$ cat src/sv/mpec_pkg.sv
// Shared types, constants and calibration tables of the median resistance block.
package mpec_pkg;

   localparam int WINDOW_DEF  = 7;
   localparam int LEVEL_W     = 10;
   localparam int RES_W       = 26;
   localparam int SEG_N       = 15;
   localparam int SEG_W       = 4;
   localparam int SLOPE_W     = 13;
   localparam int NUM_W       = 26;
   localparam int SCALE_W     = 17;
   localparam int PROD_W      = NUM_W + SCALE_W;
   localparam int FRAC_W      = 16;
   localparam int Q1_W        = PROD_W - FRAC_W;
   localparam int QUEUE_DEPTH = 2;

   localparam logic [SCALE_W-1:0] SCALE   = SCALE_W'(100000);
   localparam logic [RES_W-1:0]   RES_MAX = {RES_W{1'b1}};

   localparam logic [LEVEL_W-1:0] SEG_UPPER [SEG_N-1] = '{
      10'd11, 10'd23, 10'd47, 10'd94, 10'd162, 10'd186, 10'd259,
      10'd310, 10'd358, 10'd401, 10'd432, 10'd458, 10'd479, 10'd525
   };

   localparam logic [NUM_W-1:0] SEG_OFFSET [SEG_N] = '{
      26'd0, 26'd28836, 26'd112525, 26'd513363, 26'd2238710, 26'd2403009,
      26'd6100805, 26'd10289152, 26'd13575317, 26'd17825792, 26'd21491129,
      26'd24497979, 26'd27090944, 26'd31056783, 26'd34457374
   };

   localparam logic [SLOPE_W-1:0] SEG_SLOPE [SEG_N] = '{
      13'd5000, 13'd4800, 13'd4530, 13'd3920, 13'd2720, 13'd2670, 13'd1610,
      13'd1020, 13'd690, 13'd390, 13'd220, 13'd120, 13'd70, 13'd10, 13'd1
   };

   typedef enum logic [2:0] {
      CAL_IDLE,
      CAL_MUL,
      CAL_START,
      CAL_WAIT,
      CAL_DONE
   } cal_state_type;

   typedef struct packed {
      logic full;
      logic empty;
   } queue_status_type;

   typedef struct packed {
      logic                start;
      logic [Q1_W-1:0]     dividend;
      logic [SLOPE_W-1:0]  divisor;
   } div_req_type;

   typedef struct packed {
      logic [RES_W-1:0]    resistance;
      logic [LEVEL_W-1:0]  median_level;
      logic                saturated;
   } rsp_word_type;

   // pick the first segment whose upper bound is not below the level
   function automatic logic [SEG_W-1:0] seg_select(input logic [LEVEL_W-1:0] level);
      logic [SEG_W-1:0] seg;
      seg = SEG_W'(SEG_N - 1);
      for (int i = SEG_N - 2; i >= 0; i--) begin
         if (level <= SEG_UPPER[i]) begin
            seg = SEG_W'(i);
         end
      end
      return seg;
   endfunction

endpackage

$ cat src/sv/median_piecewise_ec_resistance.sv
// Top level: median of a sample window, converted by piecewise-linear calibration.
//
//   channel | ports                                             | dir | handshake
//   --------+---------------------------------------------------+-----+---------------------
//   request | req_sample[9:0]                                   | in  | push / full
//   result  | rsp_resistance[25:0] rsp_median_level rsp_saturated| out | empty / pop
//
// Samples enter at one per cycle while full is low; every WINDOW-th sample closes
// the window and queues its median. Each median then passes through the calibration
// path, which includes a one-bit-per-cycle 27-step restoring divider. Synchronous reset
// empties the window, the median queue and the result register; no clearing pass.
// full rises only when the median queue is full; a held result stalls the next
// calibration in its last step but never blocks sample intake directly.
module median_piecewise_ec_resistance #(
   parameter int WINDOW = mpec_pkg::WINDOW_DEF
) (
   input  logic                          clock,
   input  logic                          reset,
   input  logic                          push,
   output logic                          full,
   input  logic [mpec_pkg::LEVEL_W-1:0]  req_sample,
   output logic                          empty,
   input  logic                          pop,
   output logic [mpec_pkg::RES_W-1:0]    rsp_resistance,
   output logic [mpec_pkg::LEVEL_W-1:0]  rsp_median_level,
   output logic                          rsp_saturated
);
   import mpec_pkg::*;

   queue_status_type    q_status;
   logic                accept;
   logic                q_push, q_pop;
   logic [LEVEL_W-1:0]  q_median, q_head;
   logic                rsp_valid, rsp_take;
   rsp_word_type        rsp_word;

   // take a word only when the median queue has room
   assign full     = q_status.full;
   assign accept   = push && !full;
   assign empty    = !rsp_valid;
   assign rsp_take = pop && rsp_valid;

   mpec_front #(
      .WINDOW (WINDOW)
   ) u_front (
      .clock    (clock),
      .reset    (reset),
      .accept   (accept),
      .sample   (req_sample),
      .q_push   (q_push),
      .q_median (q_median)
   );

   mpec_fifo u_fifo (
      .clock      (clock),
      .reset      (reset),
      .push       (q_push),
      .push_level (q_median),
      .pop        (q_pop),
      .head_level (q_head),
      .status     (q_status)
   );

   mpec_calib u_calib (
      .clock     (clock),
      .reset     (reset),
      .q_status  (q_status),
      .q_level   (q_head),
      .q_pop     (q_pop),
      .rsp_take  (rsp_take),
      .rsp_valid (rsp_valid),
      .rsp_word  (rsp_word)
   );

   // drive the result ports from the held word
   assign rsp_resistance   = rsp_word.resistance;
   assign rsp_median_level = rsp_word.median_level;
   assign rsp_saturated    = rsp_word.saturated;

endmodule

$ cat src/sv/mpec_front.sv
// Front end: sorted insertion of samples into the window and median pick.
module mpec_front #(
   parameter int WINDOW = mpec_pkg::WINDOW_DEF
) (
   input  logic                          clock,
   input  logic                          reset,
   input  logic                          accept,
   input  logic [mpec_pkg::LEVEL_W-1:0]  sample,
   output logic                          q_push,
   output logic [mpec_pkg::LEVEL_W-1:0]  q_median
);
   import mpec_pkg::*;

   localparam int CNT_W = $clog2(WINDOW + 1);
   localparam int MED   = (WINDOW - 1) / 2;

   logic [LEVEL_W-1:0] sort_ff [WINDOW];
   logic [LEVEL_W-1:0] sort_in [WINDOW];
   logic [WINDOW-1:0]  keep;
   logic [CNT_W-1:0]   cnt_ff, cnt_in;
   logic               last;

   // an entry stays put when it is held and not above the new sample
   always_comb begin
      for (int i = 0; i < WINDOW; i++) begin
         keep[i] = (CNT_W'(i) < cnt_ff) && (sort_ff[i] <= sample);
      end
   end

   // insert the sample, shift larger entries up by one
   always_comb begin
      sort_in[0] = keep[0] ? sort_ff[0] : sample;
      for (int i = 1; i < WINDOW; i++) begin
         if (keep[i]) begin
            sort_in[i] = sort_ff[i];
         end else if (keep[i-1]) begin
            sort_in[i] = sample;
         end else begin
            sort_in[i] = sort_ff[i-1];
         end
      end
   end

   assign last     = (cnt_ff == CNT_W'(WINDOW - 1));
   assign q_push   = accept && last;
   assign q_median = sort_in[MED];

   always_comb begin
      cnt_in = cnt_ff;
      if (accept) begin
         cnt_in = last ? '0 : cnt_ff + CNT_W'(1);
      end
   end

   always_ff @(posedge clock) begin
      if (reset) begin
         cnt_ff <= '0;
      end else begin
         cnt_ff <= cnt_in;
      end
   end

   always_ff @(posedge clock) begin
      if (accept) begin
         sort_ff <= sort_in;
      end
   end

endmodule

$ cat src/sv/mpec_fifo.sv
// Short queue of window medians between the front end and the calibration.
module mpec_fifo (
   input  logic                              clock,
   input  logic                              reset,
   input  logic                              push,
   input  logic [mpec_pkg::LEVEL_W-1:0]      push_level,
   input  logic                              pop,
   output logic [mpec_pkg::LEVEL_W-1:0]      head_level,
   output mpec_pkg::queue_status_type        status
);
   import mpec_pkg::*;

   localparam int PTR_W = (QUEUE_DEPTH > 1) ? $clog2(QUEUE_DEPTH) : 1;
   localparam int CNT_W = $clog2(QUEUE_DEPTH + 1);

   logic [LEVEL_W-1:0] mem_ff [QUEUE_DEPTH];
   logic [PTR_W-1:0]   wr_ptr_ff, wr_ptr_in;
   logic [PTR_W-1:0]   rd_ptr_ff, rd_ptr_in;
   logic [CNT_W-1:0]   cnt_ff, cnt_in;
   logic               do_push, do_pop;

   assign status.full  = (cnt_ff == CNT_W'(QUEUE_DEPTH));
   assign status.empty = (cnt_ff == '0);
   assign do_push      = push && !status.full;
   assign do_pop       = pop && !status.empty;
   assign head_level   = mem_ff[rd_ptr_ff];

   always_comb begin
      wr_ptr_in = wr_ptr_ff;
      rd_ptr_in = rd_ptr_ff;
      cnt_in    = cnt_ff;
      if (do_push) begin
         wr_ptr_in = (wr_ptr_ff == PTR_W'(QUEUE_DEPTH - 1)) ? '0 : wr_ptr_ff + PTR_W'(1);
      end
      if (do_pop) begin
         rd_ptr_in = (rd_ptr_ff == PTR_W'(QUEUE_DEPTH - 1)) ? '0 : rd_ptr_ff + PTR_W'(1);
      end
      if (do_push && !do_pop) begin
         cnt_in = cnt_ff + CNT_W'(1);
      end else if (do_pop && !do_push) begin
         cnt_in = cnt_ff - CNT_W'(1);
      end
   end

   always_ff @(posedge clock) begin
      if (reset) begin
         wr_ptr_ff <= '0;
         rd_ptr_ff <= '0;
         cnt_ff    <= '0;
      end else begin
         wr_ptr_ff <= wr_ptr_in;
         rd_ptr_ff <= rd_ptr_in;
         cnt_ff    <= cnt_in;
      end
   end

   always_ff @(posedge clock) begin
      if (do_push) begin
         mem_ff[wr_ptr_ff] <= push_level;
      end
   end

endmodule

$ cat src/sv/mpec_div.sv
// Restoring divider, one quotient bit per cycle.
module mpec_div (
   input  logic                          clock,
   input  logic                          reset,
   input  mpec_pkg::div_req_type         req,
   output logic                          done,
   output logic [mpec_pkg::Q1_W-1:0]     quotient
);
   import mpec_pkg::*;

   localparam int STEP_W = $clog2(Q1_W);

   logic                busy_ff, busy_in;
   logic                done_ff, done_in;
   logic [STEP_W-1:0]   step_ff, step_in;
   logic [SLOPE_W-1:0]  rem_ff, rem_in;
   logic [SLOPE_W-1:0]  den_ff, den_in;
   logic [Q1_W-1:0]     quo_ff, quo_in;
   logic [SLOPE_W:0]    partial, diff;
   logic                fits;

   assign partial = {rem_ff, quo_ff[Q1_W-1]};
   assign fits    = partial >= {1'b0, den_ff};
   assign diff    = partial - {1'b0, den_ff};

   always_comb begin
      busy_in = busy_ff;
      step_in = step_ff;
      rem_in  = rem_ff;
      den_in  = den_ff;
      quo_in  = quo_ff;
      done_in = 1'b0;
      if (req.start) begin
         busy_in = 1'b1;
         step_in = STEP_W'(Q1_W - 1);
         rem_in  = '0;
         den_in  = req.divisor;
         quo_in  = req.dividend;
      end else if (busy_ff) begin
         // subtract when the divisor fits, shift in the quotient bit
         rem_in = fits ? diff[SLOPE_W-1:0] : partial[SLOPE_W-1:0];
         quo_in = {quo_ff[Q1_W-2:0], fits};
         if (step_ff == '0) begin
            busy_in = 1'b0;
            done_in = 1'b1;
         end else begin
            step_in = step_ff - STEP_W'(1);
         end
      end
   end

   always_ff @(posedge clock) begin
      if (reset) begin
         busy_ff <= 1'b0;
         done_ff <= 1'b0;
      end else begin
         busy_ff <= busy_in;
         done_ff <= done_in;
      end
   end

   always_ff @(posedge clock) begin
      step_ff <= step_in;
      rem_ff  <= rem_in;
      den_ff  <= den_in;
      quo_ff  <= quo_in;
   end

   assign done     = done_ff;
   assign quotient = quo_ff;

endmodule

$ cat src/sv/mpec_calib.sv
// Back end: segment lookup, scaling, division and result register.
module mpec_calib (
   input  logic                          clock,
   input  logic                          reset,
   input  mpec_pkg::queue_status_type    q_status,
   input  logic [mpec_pkg::LEVEL_W-1:0]  q_level,
   output logic                          q_pop,
   input  logic                          rsp_take,
   output logic                          rsp_valid,
   output mpec_pkg::rsp_word_type        rsp_word
);
   import mpec_pkg::*;

   cal_state_type       state_ff, state_in;
   logic                load_en, mul_en, wr_en;
   logic                div_start;
   div_req_type         div_req;
   logic                div_done;
   logic [Q1_W-1:0]     div_quo;

   logic [LEVEL_W-1:0]  level_ff;
   logic [NUM_W-1:0]    num_ff, num_in;
   logic [SLOPE_W-1:0]  slope_ff;
   logic [Q1_W-1:0]     q1_ff;
   logic [PROD_W-1:0]   prod;
   logic [SEG_W-1:0]    seg;
   logic [NUM_W-1:0]    lvl_q16;
   logic                rsp_valid_ff, rsp_valid_in;
   rsp_word_type        rsp_word_ff, rsp_word_in;

   // next state
   always_comb begin
      state_in = state_ff;
      case (state_ff)
         CAL_IDLE:  if (!q_status.empty) state_in = CAL_MUL;
         CAL_MUL:   state_in = CAL_START;
         CAL_START: state_in = CAL_WAIT;
         CAL_WAIT:  if (div_done) state_in = CAL_DONE;
         CAL_DONE:  if (!rsp_valid_ff || rsp_take) state_in = CAL_IDLE;
         default:   state_in = CAL_IDLE;
      endcase
   end

   // strobes
   always_comb begin
      load_en   = 1'b0;
      mul_en    = 1'b0;
      div_start = 1'b0;
      wr_en     = 1'b0;
      case (state_ff)
         CAL_IDLE:  load_en   = !q_status.empty;
         CAL_MUL:   mul_en    = 1'b1;
         CAL_START: div_start = 1'b1;
         CAL_WAIT:  ;
         CAL_DONE:  wr_en     = !rsp_valid_ff || rsp_take;
         default:   ;
      endcase
   end

   assign q_pop   = load_en;
   assign div_req = '{start: div_start, dividend: q1_ff, divisor: slope_ff};

   // difference to the segment offset, floored at zero
   assign seg     = seg_select(q_level);
   assign lvl_q16 = {q_level, {FRAC_W{1'b0}}};
   assign num_in  = (lvl_q16 > SEG_OFFSET[seg]) ? lvl_q16 - SEG_OFFSET[seg] : '0;
   assign prod    = PROD_W'(num_ff) * PROD_W'(SCALE);

   always_comb begin
      rsp_word_in.median_level = level_ff;
      if (div_quo > Q1_W'(RES_MAX)) begin
         rsp_word_in.resistance = RES_MAX;
         rsp_word_in.saturated  = 1'b1;
      end else begin
         rsp_word_in.resistance = div_quo[RES_W-1:0];
         rsp_word_in.saturated  = 1'b0;
      end
   end

   always_comb begin
      rsp_valid_in = rsp_valid_ff;
      if (wr_en) begin
         rsp_valid_in = 1'b1;
      end else if (rsp_take) begin
         rsp_valid_in = 1'b0;
      end
   end

   always_ff @(posedge clock) begin
      if (reset) begin
         state_ff     <= CAL_IDLE;
         rsp_valid_ff <= 1'b0;
      end else begin
         state_ff     <= state_in;
         rsp_valid_ff <= rsp_valid_in;
      end
   end

   always_ff @(posedge clock) begin
      if (load_en) begin
         level_ff <= q_level;
         num_ff   <= num_in;
         slope_ff <= SEG_SLOPE[seg];
      end
      if (mul_en) begin
         q1_ff <= prod[PROD_W-1:FRAC_W];
      end
      if (wr_en) begin
         rsp_word_ff <= rsp_word_in;
      end
   end

   mpec_div u_div (
      .clock    (clock),
      .reset    (reset),
      .req      (div_req),
      .done     (div_done),
      .quotient (div_quo)
   );

   assign rsp_valid = rsp_valid_ff;
   assign rsp_word  = rsp_word_ff;

endmodule

$ cat config.mk
export PLATFORM = sky130hd
export DESIGN_NAME = median_piecewise_ec_resistance
export DESIGN_NICKNAME = d
export VERILOG_FILES = /design/src/sv/mpec_pkg.sv /design/src/sv/median_piecewise_ec_resistance.sv /design/src/sv/mpec_front.sv /design/src/sv/mpec_fifo.sv /design/src/sv/mpec_div.sv /design/src/sv/mpec_calib.sv
export SDC_FILE = /design/constraint.sdc
export NUM_CORES = 1
export LEC_CHECK = 0
export BUFFER_PORTS_ARGS = -buffer_cell sky130_fd_sc_hd__buf_2
export CAP_MARGIN = 20
export CORE_MARGIN = 5
export CORE_UTILIZATION = 30
export CTS_CLUSTER_DIAMETER = 120
export DETAILED_ROUTE_END_ITERATION = 10
export GPL_ROUTABILITY_DRIVEN = 0
export PLACE_DENSITY = 0.45
export SLEW_MARGIN = 15
export SYNTH_ARGS = -nofsm -noshare
export SYNTH_HDL_FRONTEND = slang
export SYNTH_HIERARCHICAL = 1
export SYNTH_SLANG_ARGS = --single-unit
$ cat constraint.sdc
create_clock -name clock -period 11.6 [get_ports clock]
set_clock_uncertainty 0.05 [all_clocks]
set_input_delay 2.9 -clock clock [delete_from_list [all_inputs] [get_ports clock]]
set_output_delay 2.9 -clock clock [all_outputs]
set_load 0.01 [all_outputs]
==> results of run 1 <==
[worst max path at each step]
stage / from / to / depth (start not counted)
floorplan: u_calib/state_ff[2] / u_fifo/cnt_ff[1] / 6
global placement: register / u_calib/num_ff[7] / 22
detailed placement: register / u_calib/num_ff[7] / 22
CTS: register / u_calib/num_ff[7] / 22
global route: register / u_calib/num_ff[7] / 22
finish: register / u_calib/num_ff[7] / 22
[stage by stage]
stage	cell area, sq um	util (%)
2_1_floorplan	17400	-
4_1_cts	19400	33.7
5_1_grt	19400	33.7
3_5_place_dp	18400	32.1
6_report	19400	33.7
3_3_place_gp	18400	32.1
[power groups by stage]
stage	registers (uW)	clock network (uW)	logic [uW]
floorplan	1040	0	277
global placement	1050	0	328
detailed placement	1050	0	333
CTS	1040	924	336
global route	1040	956	379
finish	1040	880	333
[state kept, by name, summed over array words and instances, names as in the netlist, named ones only]
register / cells
u_front/sort_ff: 40
u_calib/slope_ff: 13
u_calib/num_ff: 26
u_fifo/mem_ff: 20
u_calib/q1_ff: 27
u_calib/u_div/den_ff: 13
u_calib/u_div/done: 1
u_calib/u_div/rem_ff: 13
u_front/cnt_ff: 3
u_calib/u_div/busy_ff: 1
u_calib/rsp_valid: 1
u_fifo/wr_ptr_ff: 1
u_calib/level_ff: 10
u_fifo/rd_ptr_ff: 1
u_calib/rsp_word: 37
u_calib/u_div/quotient: 27
u_fifo/cnt_ff: 2
u_calib/u_div/step_ff: 5
u_calib/state_ff: 3
[metal layers]
layer	share of wire (%)	routed length [microns]	vias to the layer above	GRT usage, %
li1	-	-	5613	-
met1	47	18100	5441	16.7
met2	46	17400	263	19.6
met3	4.4	1700	58	1.86
met4	2.8	1070	0	3.35
met5	0	0	-	0
[placed cells by master (no fill, tap or decap), types with 12 or more instances in the layout]
cell                          n
sky130_fd_sc_hd__mux2_4      18
sky130_fd_sc_hd__o21a_1      12
sky130_fd_sc_hd__clkbuf_16   30
sky130_fd_sc_hd__nand4_1     13
sky130_fd_sc_hd__a211oi_1    22
sky130_fd_sc_hd__nor3_1      20
sky130_fd_sc_hd__buf_2       52
sky130_fd_sc_hd__fa_1        84
sky130_fd_sc_hd__xnor2_1     36
sky130_fd_sc_hd__a31oi_1     23
sky130_fd_sc_hd__nor2b_1     17
sky130_fd_sc_hd__inv_1      190
sky130_fd_sc_hd__nand3_1     30
sky130_fd_sc_hd__mux2_2      42
sky130_fd_sc_hd__a21o_1      25
sky130_fd_sc_hd__nand2_1     59
sky130_fd_sc_hd__edfxtp_1   213
sky130_fd_sc_hd__or2_2       29
sky130_fd_sc_hd__ha_1       209
sky130_fd_sc_hd__a21oi_1     77
sky130_fd_sc_hd__xor2_1      20
sky130_fd_sc_hd__nor2_1      98
sky130_fd_sc_hd__o21ai_0     56
sky130_fd_sc_hd__dfxtp_1     32
[kinds of logic after synthesis]
family | after synthesis
AO/OA/AOI/OAI | 293
XOR/XNOR | 56
adder cells (fa/ha/maj) | 293
buffers and inverters | 234
flip-flops | 245
multiplexers | 72
AND/OR/NAND/NOR | 339
[area by class of cell]
cell class / count / area, sq um / area share [%]
timing repair buffer: 62 / 335 / 1.73
inverter: 190 / 713 / 3.68
multi-input combinational: 1053 / 9410 / 48.6
clock buffer: 37 / 777 / 4.01
tap: 765 / 957 / 4.94
clock inverter: 17 / 140 / 0.723
sequential: 245 / 7040 / 36.3
==> qor.yml, run 1 <==
status:
  run_status: "finished, final reports clean"
worst_setup_path:
  cp_data_arrival_time_ns: 7.27
  timing.rr.end: "u_calib/num_ff[7]"
  reg2regPathDepth: 22
  crit_buf_inv: 1
  r2r_slack_ns: 4.60
  timing.critical_path.to_type: "register"
  critPathRequiredTime_ns: 11.87
  startpoint_types: "register"
  crit_path_max_incr_delay_ns: 0.70
  worst_path_most_repeated_cell: "sky130_fd_sc_hd__a21o_1"
  cp_top_family: "compound AO/OA/AOI/OAI gates"
  highest_delay_cell_along_the_critical_path: "sky130_fd_sc_hd__a21oi_2"
  worst_path_cell_chain: "mux2_2 -> a2111o_1 -> a21oi_2 -> a21o_1 -> o211ai_1 -> or2_1 -> inv_1 -> ha_1 -> nand2_1 -> a21oi_1 -> a21oi_1 -> ha_1 -> a21o_1 -> a21o_1 -> a21o_1 -> a21oi_1 -> o21ai_0 -> a211oi_1 -> nor2_1 -> o22ai_4 -> nor2b_1 -> mux2_2"
  worstSetupPathType: "reg2reg"
  crit_path_max_fanout: 28
power:
  max-vdd-ir-drop_mv: 0.107
  share_comb_of_total_power_pct: 14.8
  power.leakage_uw: 0.00804
  power_density_nw_per_um2: 116
  switching_power_uw: 581
  p_sw_share_pct: 25.8
  internal_power_uw: 1670
  pwr-share-clk_pct: 39.1
  report.power.total_uw: 2250
  seq_power_share_pct: 46.0
detailed_routing:
  vias_per_cell: 4.80
  routed_wl_microns: 38300
  route.detailed.wl_per_inst_microns: 16.2
  initialDrtViolationCount: 527
  antenna_violating_nets_post_route: 0
  firstDrtPassIters: 5
  detail_route.drc_violations: 0
  detailroute.via_count: 11400
timing:
  rsz0062_at_grt: "no"
  final_period_minus_worst_setup_slack_ns: 7.00
  slew_viol_final: 0
  post-route-worst-setup-slack_ns: 4.60
  hold_violations: 0
  slew_headroom_pct: 36.7
  setup-violations-final: 0
  hold_slack_ns: 0.370
  final_critical_path_share_of_the_clock_period_pct: 60.3
  max_freq_mhz: 143
  fin_tns_setup_ns: 0
  tightest_slew_ns: 0.949
clocking:
  clkSinkCount: 245
  tritoncts: "built"
  worstSkewPairLatency_ns: 0.58
  ctsHtreeMaxLevel: 1
  postCtsResizedCells: 0
  cts.hold.buffers_added: 0
  clk_path_buf_depth: 3
  cts_setup_buffers: 0
  clk_root_buffer_cell: "sky130_fd_sc_hd__clkbuf_16"
  clk_pin_slew_worst_paths_ns: 0.06
  inserted_clock_buffers: 30
synth:
  ys_seq_area_share_pct: 40.5
  yosysWarningCount: 6
  synth_most_common_cell: "sky130_fd_sc_hd__edfxtp_1"
  yosys-top-cells-area: "sky130_fd_sc_hd__edfxtp_1 37%, sky130_fd_sc_hd__ha_1 15%, sky130_fd_sc_hd__fa_1 9.7%, sky130_fd_sc_hd__inv_1 4.1%, sky130_fd_sc_hd__dfxtp_1 3.7%"
  synth-compound-area-share_pct: 11.3
  synth.ff_latch_count: 245
  synthesized_netlist_cell_count: 1532
  post_synth_most_frequent_cells: "213 x sky130_fd_sc_hd__edfxtp_1, 209 x sky130_fd_sc_hd__ha_1, 190 x sky130_fd_sc_hd__inv_1"
  area_share_of_and_or_nand_nor_cells_after_synthesis_pct: 10.1
  yosysUniqueCellTypes: 84
  number_of_enable_type_register_cells_in_the_synthesized_netlist: 213
  synth_top_family_by_area: "adder cells"
  postSynth.asyncResetShare_pct: 0
  synth_largest_type_area_fraction_pct: 36.8
  post_synth_xor_area_fraction_pct: 2.82
  mappedNetlistNets: 1839
  synth_area_leader_cell: "sky130_fd_sc_hd__edfxtp_1"
  synthMuxAreaShare_pct: 5.04
  avgSynthCellArea_sq_um: 11.3
  synth_area_sq_um: 17400
  synth-adder-area-share_pct: 24.7
  yosys_most_used_dff: "sky130_fd_sc_hd__edfxtp_1"
cells_and_area:
  final-instance-count-excl-fill: 2369
  flow.area_growth_from_synthesis_pct: 11.6
  layout-drive-gt1-share_pct: 13.7
  numnets_final: 1889
  filler_cell_count: 5825
  num_antenna_cells: 0
job:
  cap_violations: 0
place:
  io_buffer_count: 52
  post-dp-hpwl_microns: 29200
  dp_slack_ns: 4.71
  numPlacedInstances: 2314
floorplan:
  initial_utilization_pct: 30.2
  dieArea_sq_um: 62800
  boundaryPins: 53
  floorplan.die.height_microns: 251
  core-area_sq_um: 57500
  core.rowCount: 88
  chipWidth_microns: 251
min_path:
  hold-path-endpoint: "u_calib/u_div/den_ff[9]"
  hold_start: "u_calib/slope_ff[9]"
  whs_path_depth: 0
  hold_path_class: "reg2reg"
grt:
  antenna_found_initial: 0
  first_pass_grt_wire_length_microns: 62700
  grt_start_max_net_pins: 53
  gr_ovfl_total: 0
  grt_pass1_vias: 11600
  grt_usage_pct: 12.0
Power figures use the tool's default switching activity.
==> inputs of run 2 (changes only) <==
--- a/config.mk
+++ b/config.mk
@@ -12,7 +12,7 @@
 export CTS_CLUSTER_DIAMETER = 120
 export DETAILED_ROUTE_END_ITERATION = 10
 export GPL_ROUTABILITY_DRIVEN = 0
-export PLACE_DENSITY = 0.45
+export PLACE_DENSITY = 0.47
 export SLEW_MARGIN = 15
 export SYNTH_ARGS = -nofsm -noshare
 export SYNTH_HDL_FRONTEND = slang
==> constraint.sdc (replaced) <==
create_clock -name clock -period 5.6 [get_ports clock]
set_clock_uncertainty 0.05 [all_clocks]
set_input_delay 1.4 -clock clock [delete_from_list [all_inputs] [get_ports clock]]
set_output_delay 1.4 -clock clock [all_outputs]
set_load 0.01 [all_outputs]
==> run 2 against run 1 <==
Net effect:
- power up 110%
- via count grew 0.85%
- first-iteration DRC count up 28%
- critical path depth rose by 3
- die area is the same
- sequential share of layout area down 0.99 points
- maximum frequency grew 28%
- critical endpoint unchanged
- largest cell class unchanged
==> qor.yml, run 2 (synthesis results as in run 1) <==
clocking:
  clk_pin_slew_worst_paths_ns: 0.06
  tritoncts: "built"
  clk_path_buf_depth: 3
  inserted_clock_buffers: 29
  clkSinkCount: 245
  worstSkewPairLatency_ns: 0.57
  clk_root_buffer_cell: "sky130_fd_sc_hd__clkbuf_16"
  cts.hold.buffers_added: 0
  ctsHtreeMaxLevel: 1
worst_setup_path:
  endpoint: "u_calib/num_ff[7]"
  critPathRequiredTime_ns: 5.85
  cp_data_arrival_time_ns: 5.71
  worstSetupPathType: "reg2reg"
  r2r_slack_ns: 0.14
  startpoint_types: "register"
  timing.rr.end: "u_calib/num_ff[7]"
  reg2regPathDepth: 25
  timing.critical_path.to_type: "register"
  crit_path_max_fanout: 14
cells_and_area:
  numnets_final: 1942
  largest_register_ff_count: 40
  layout.cells.most_common_list: "213 x sky130_fd_sc_hd__edfxtp_1, 209 x sky130_fd_sc_hd__ha_1, 190 x sky130_fd_sc_hd__inv_1, 98 x sky130_fd_sc_hd__nor2_1, 84 x sky130_fd_sc_hd__fa_1"
  utilization_pct: 34.7
  layout-drive-gt1-share_pct: 17.6
  num_antenna_cells: 0
  flow.area_growth_from_synthesis_pct: 14.7
  registers.top_by_ff_count: "u_front/sort_ff"
  final_common_cell: "sky130_fd_sc_hd__edfxtp_1"
detailed_routing:
  route.detailed.wl_per_inst_microns: 16.0
  vias_per_cell: 4.74
  detailroute.via_count: 11500
  detail_route.drc_violations: 0
  routed_wl_microns: 38700
  antenna_violating_nets_post_route: 0
  firstDrtPassIters: 5
  initialDrtViolationCount: 676
timing:
  max_freq_mhz: 183
  fin_tns_setup_ns: 0
  tightest_slew_ns: 1.02
  hold_violations: 0
  slew_viol_final: 0
  slew_headroom_pct: 32.2
  final_period_minus_worst_setup_slack_ns: 5.46
  final_critical_path_share_of_the_clock_period_pct: 97.4
  setup-violations-final: 0
  hold_slack_ns: 0.372
job:
  cap_violations: 0
grt:
  antenna_found_initial: 0
  grt_start_max_net_pins: 53
  first_pass_grt_wire_length_microns: 63800
  grt_pass1_vias: 11800
  grt_usage_pct: 12.2
  gr_ovfl_total: 0
status:
  run_status: "finished, final reports clean"
floorplan:
  core-area_sq_um: 57500
  boundaryPins: 53
  chipWidth_microns: 251
  dieArea_sq_um: 62800
  floorplan.die.height_microns: 251
  core.rowCount: 88
  initial_utilization_pct: 30.2
min_path:
  hold_start: "u_calib/slope_ff[1]"
  hold_path_class: "reg2reg"
power:
  power_density_nw_per_um2: 236
  power.leakage_uw: 0.00835
  max-vdd-ir-drop_mv: 0.209
place:
  post-dp-hpwl_microns: 29800
  io_buffer_count: 52
[run 2: changes by cell type in the layout (fill, tap and decap cells not counted), sizes merged]
cell / before / now
buf: 62 / 115
bufinv: 2 / 3
clkbuf: 37 / 36
clkinv: 14 / 9
inv: 190 / 193
[run 2: area by class of cell]
type	instances	area [sq um]
Clock buffer	35	748
Clock inverter	16	173
Fill cell	5780	37600
Inverter	190	713
Multi-Input combinational cell	1053	9500
Sequential cell	245	7040
Tap cell	765	957
Timing Repair Buffer	116	786
[run 2: where the power goes]
group	internal, uW	switching (uW)	leakage [uW]	total [uW]
logic	321	377	0.00569	698
clock network	1090	768	0.000449	1860
registers	2070	70.2	0.00221	2140
total	3480	1220	0.00835	4700
[run 2: metal layers]
layer	GRT usage, %	wire, microns	vias up
met2	19.8	17600	192
met5	0	0	-
met1	17.2	18800	5519
met4	2.64	816	0
met3	1.86	1450	50
li1	-	-	5711
[run 2: critical path, stage by stage (launching register included)]
cell and delay (ns):
sky130_fd_sc_hd__dfxtp_2 0.36, sky130_fd_sc_hd__buf_4 0.15, sky130_fd_sc_hd__mux2_2 0.38, sky130_fd_sc_hd__buf_4 0.21, sky130_fd_sc_hd__nand4b_1 0.37, sky130_fd_sc_hd__buf_4 0.24
sky130_fd_sc_hd__o311ai_0 0.12, sky130_fd_sc_hd__o21ba_2 0.19, sky130_fd_sc_hd__o211ai_1 0.10, sky130_fd_sc_hd__or2_4 0.28, sky130_fd_sc_hd__inv_1 0.08, sky130_fd_sc_hd__ha_1 0.16
sky130_fd_sc_hd__nand2_1 0.07, sky130_fd_sc_hd__a21oi_2 0.13, sky130_fd_sc_hd__a21oi_1 0.07, sky130_fd_sc_hd__ha_1 0.30, sky130_fd_sc_hd__a21o_1 0.18, sky130_fd_sc_hd__a21o_1 0.20
sky130_fd_sc_hd__a21o_1 0.20, sky130_fd_sc_hd__a21oi_2 0.19, sky130_fd_sc_hd__o21ai_0 0.15, sky130_fd_sc_hd__a211oi_1 0.24, sky130_fd_sc_hd__nor2_1 0.12, sky130_fd_sc_hd__o22ai_4 0.28
sky130_fd_sc_hd__nor2b_1 0.09, sky130_fd_sc_hd__mux2_2 0.27
[run 2: stage by stage]
step	worst slack, ns	area [sq um]	instances	total power, uW
after floorplan	0.0406	17400	1532	2730
after global placement	0.0177	18800	2363	2860
after detailed placement	0.00335	18800	2364	2880
after CTS	0.00545	19800	2415	4780
after global routing	-0.0750	19900	2420	4950
final	0.143	19900	2420	4700
[run 2: repair_timing]
action                                  4_1_cts  5_1_grt
endpoints found under the hold margin         0        0
endpoints found under the setup margin        1       28
resized for setup                             1       23
pin swaps                                     0        2
setup buffers                                 0        4
gates cloned                                  0        1
[run 2: worst min-delay path by stage]
stage                         endpoint  slack, ns  cells past startpoint
2_1_floorplan     u_calib/rsp_word[10]       0.35                      0
3_3_place_gp   u_calib/u_div/den_ff[1]       0.36                      0
3_5_place_dp   u_calib/u_div/den_ff[4]       0.35                      0
4_1_cts        u_calib/u_div/den_ff[1]       0.37                      0
5_1_grt        u_calib/u_div/den_ff[8]       0.38                      0
6_report       u_calib/u_div/den_ff[1]       0.37                      0
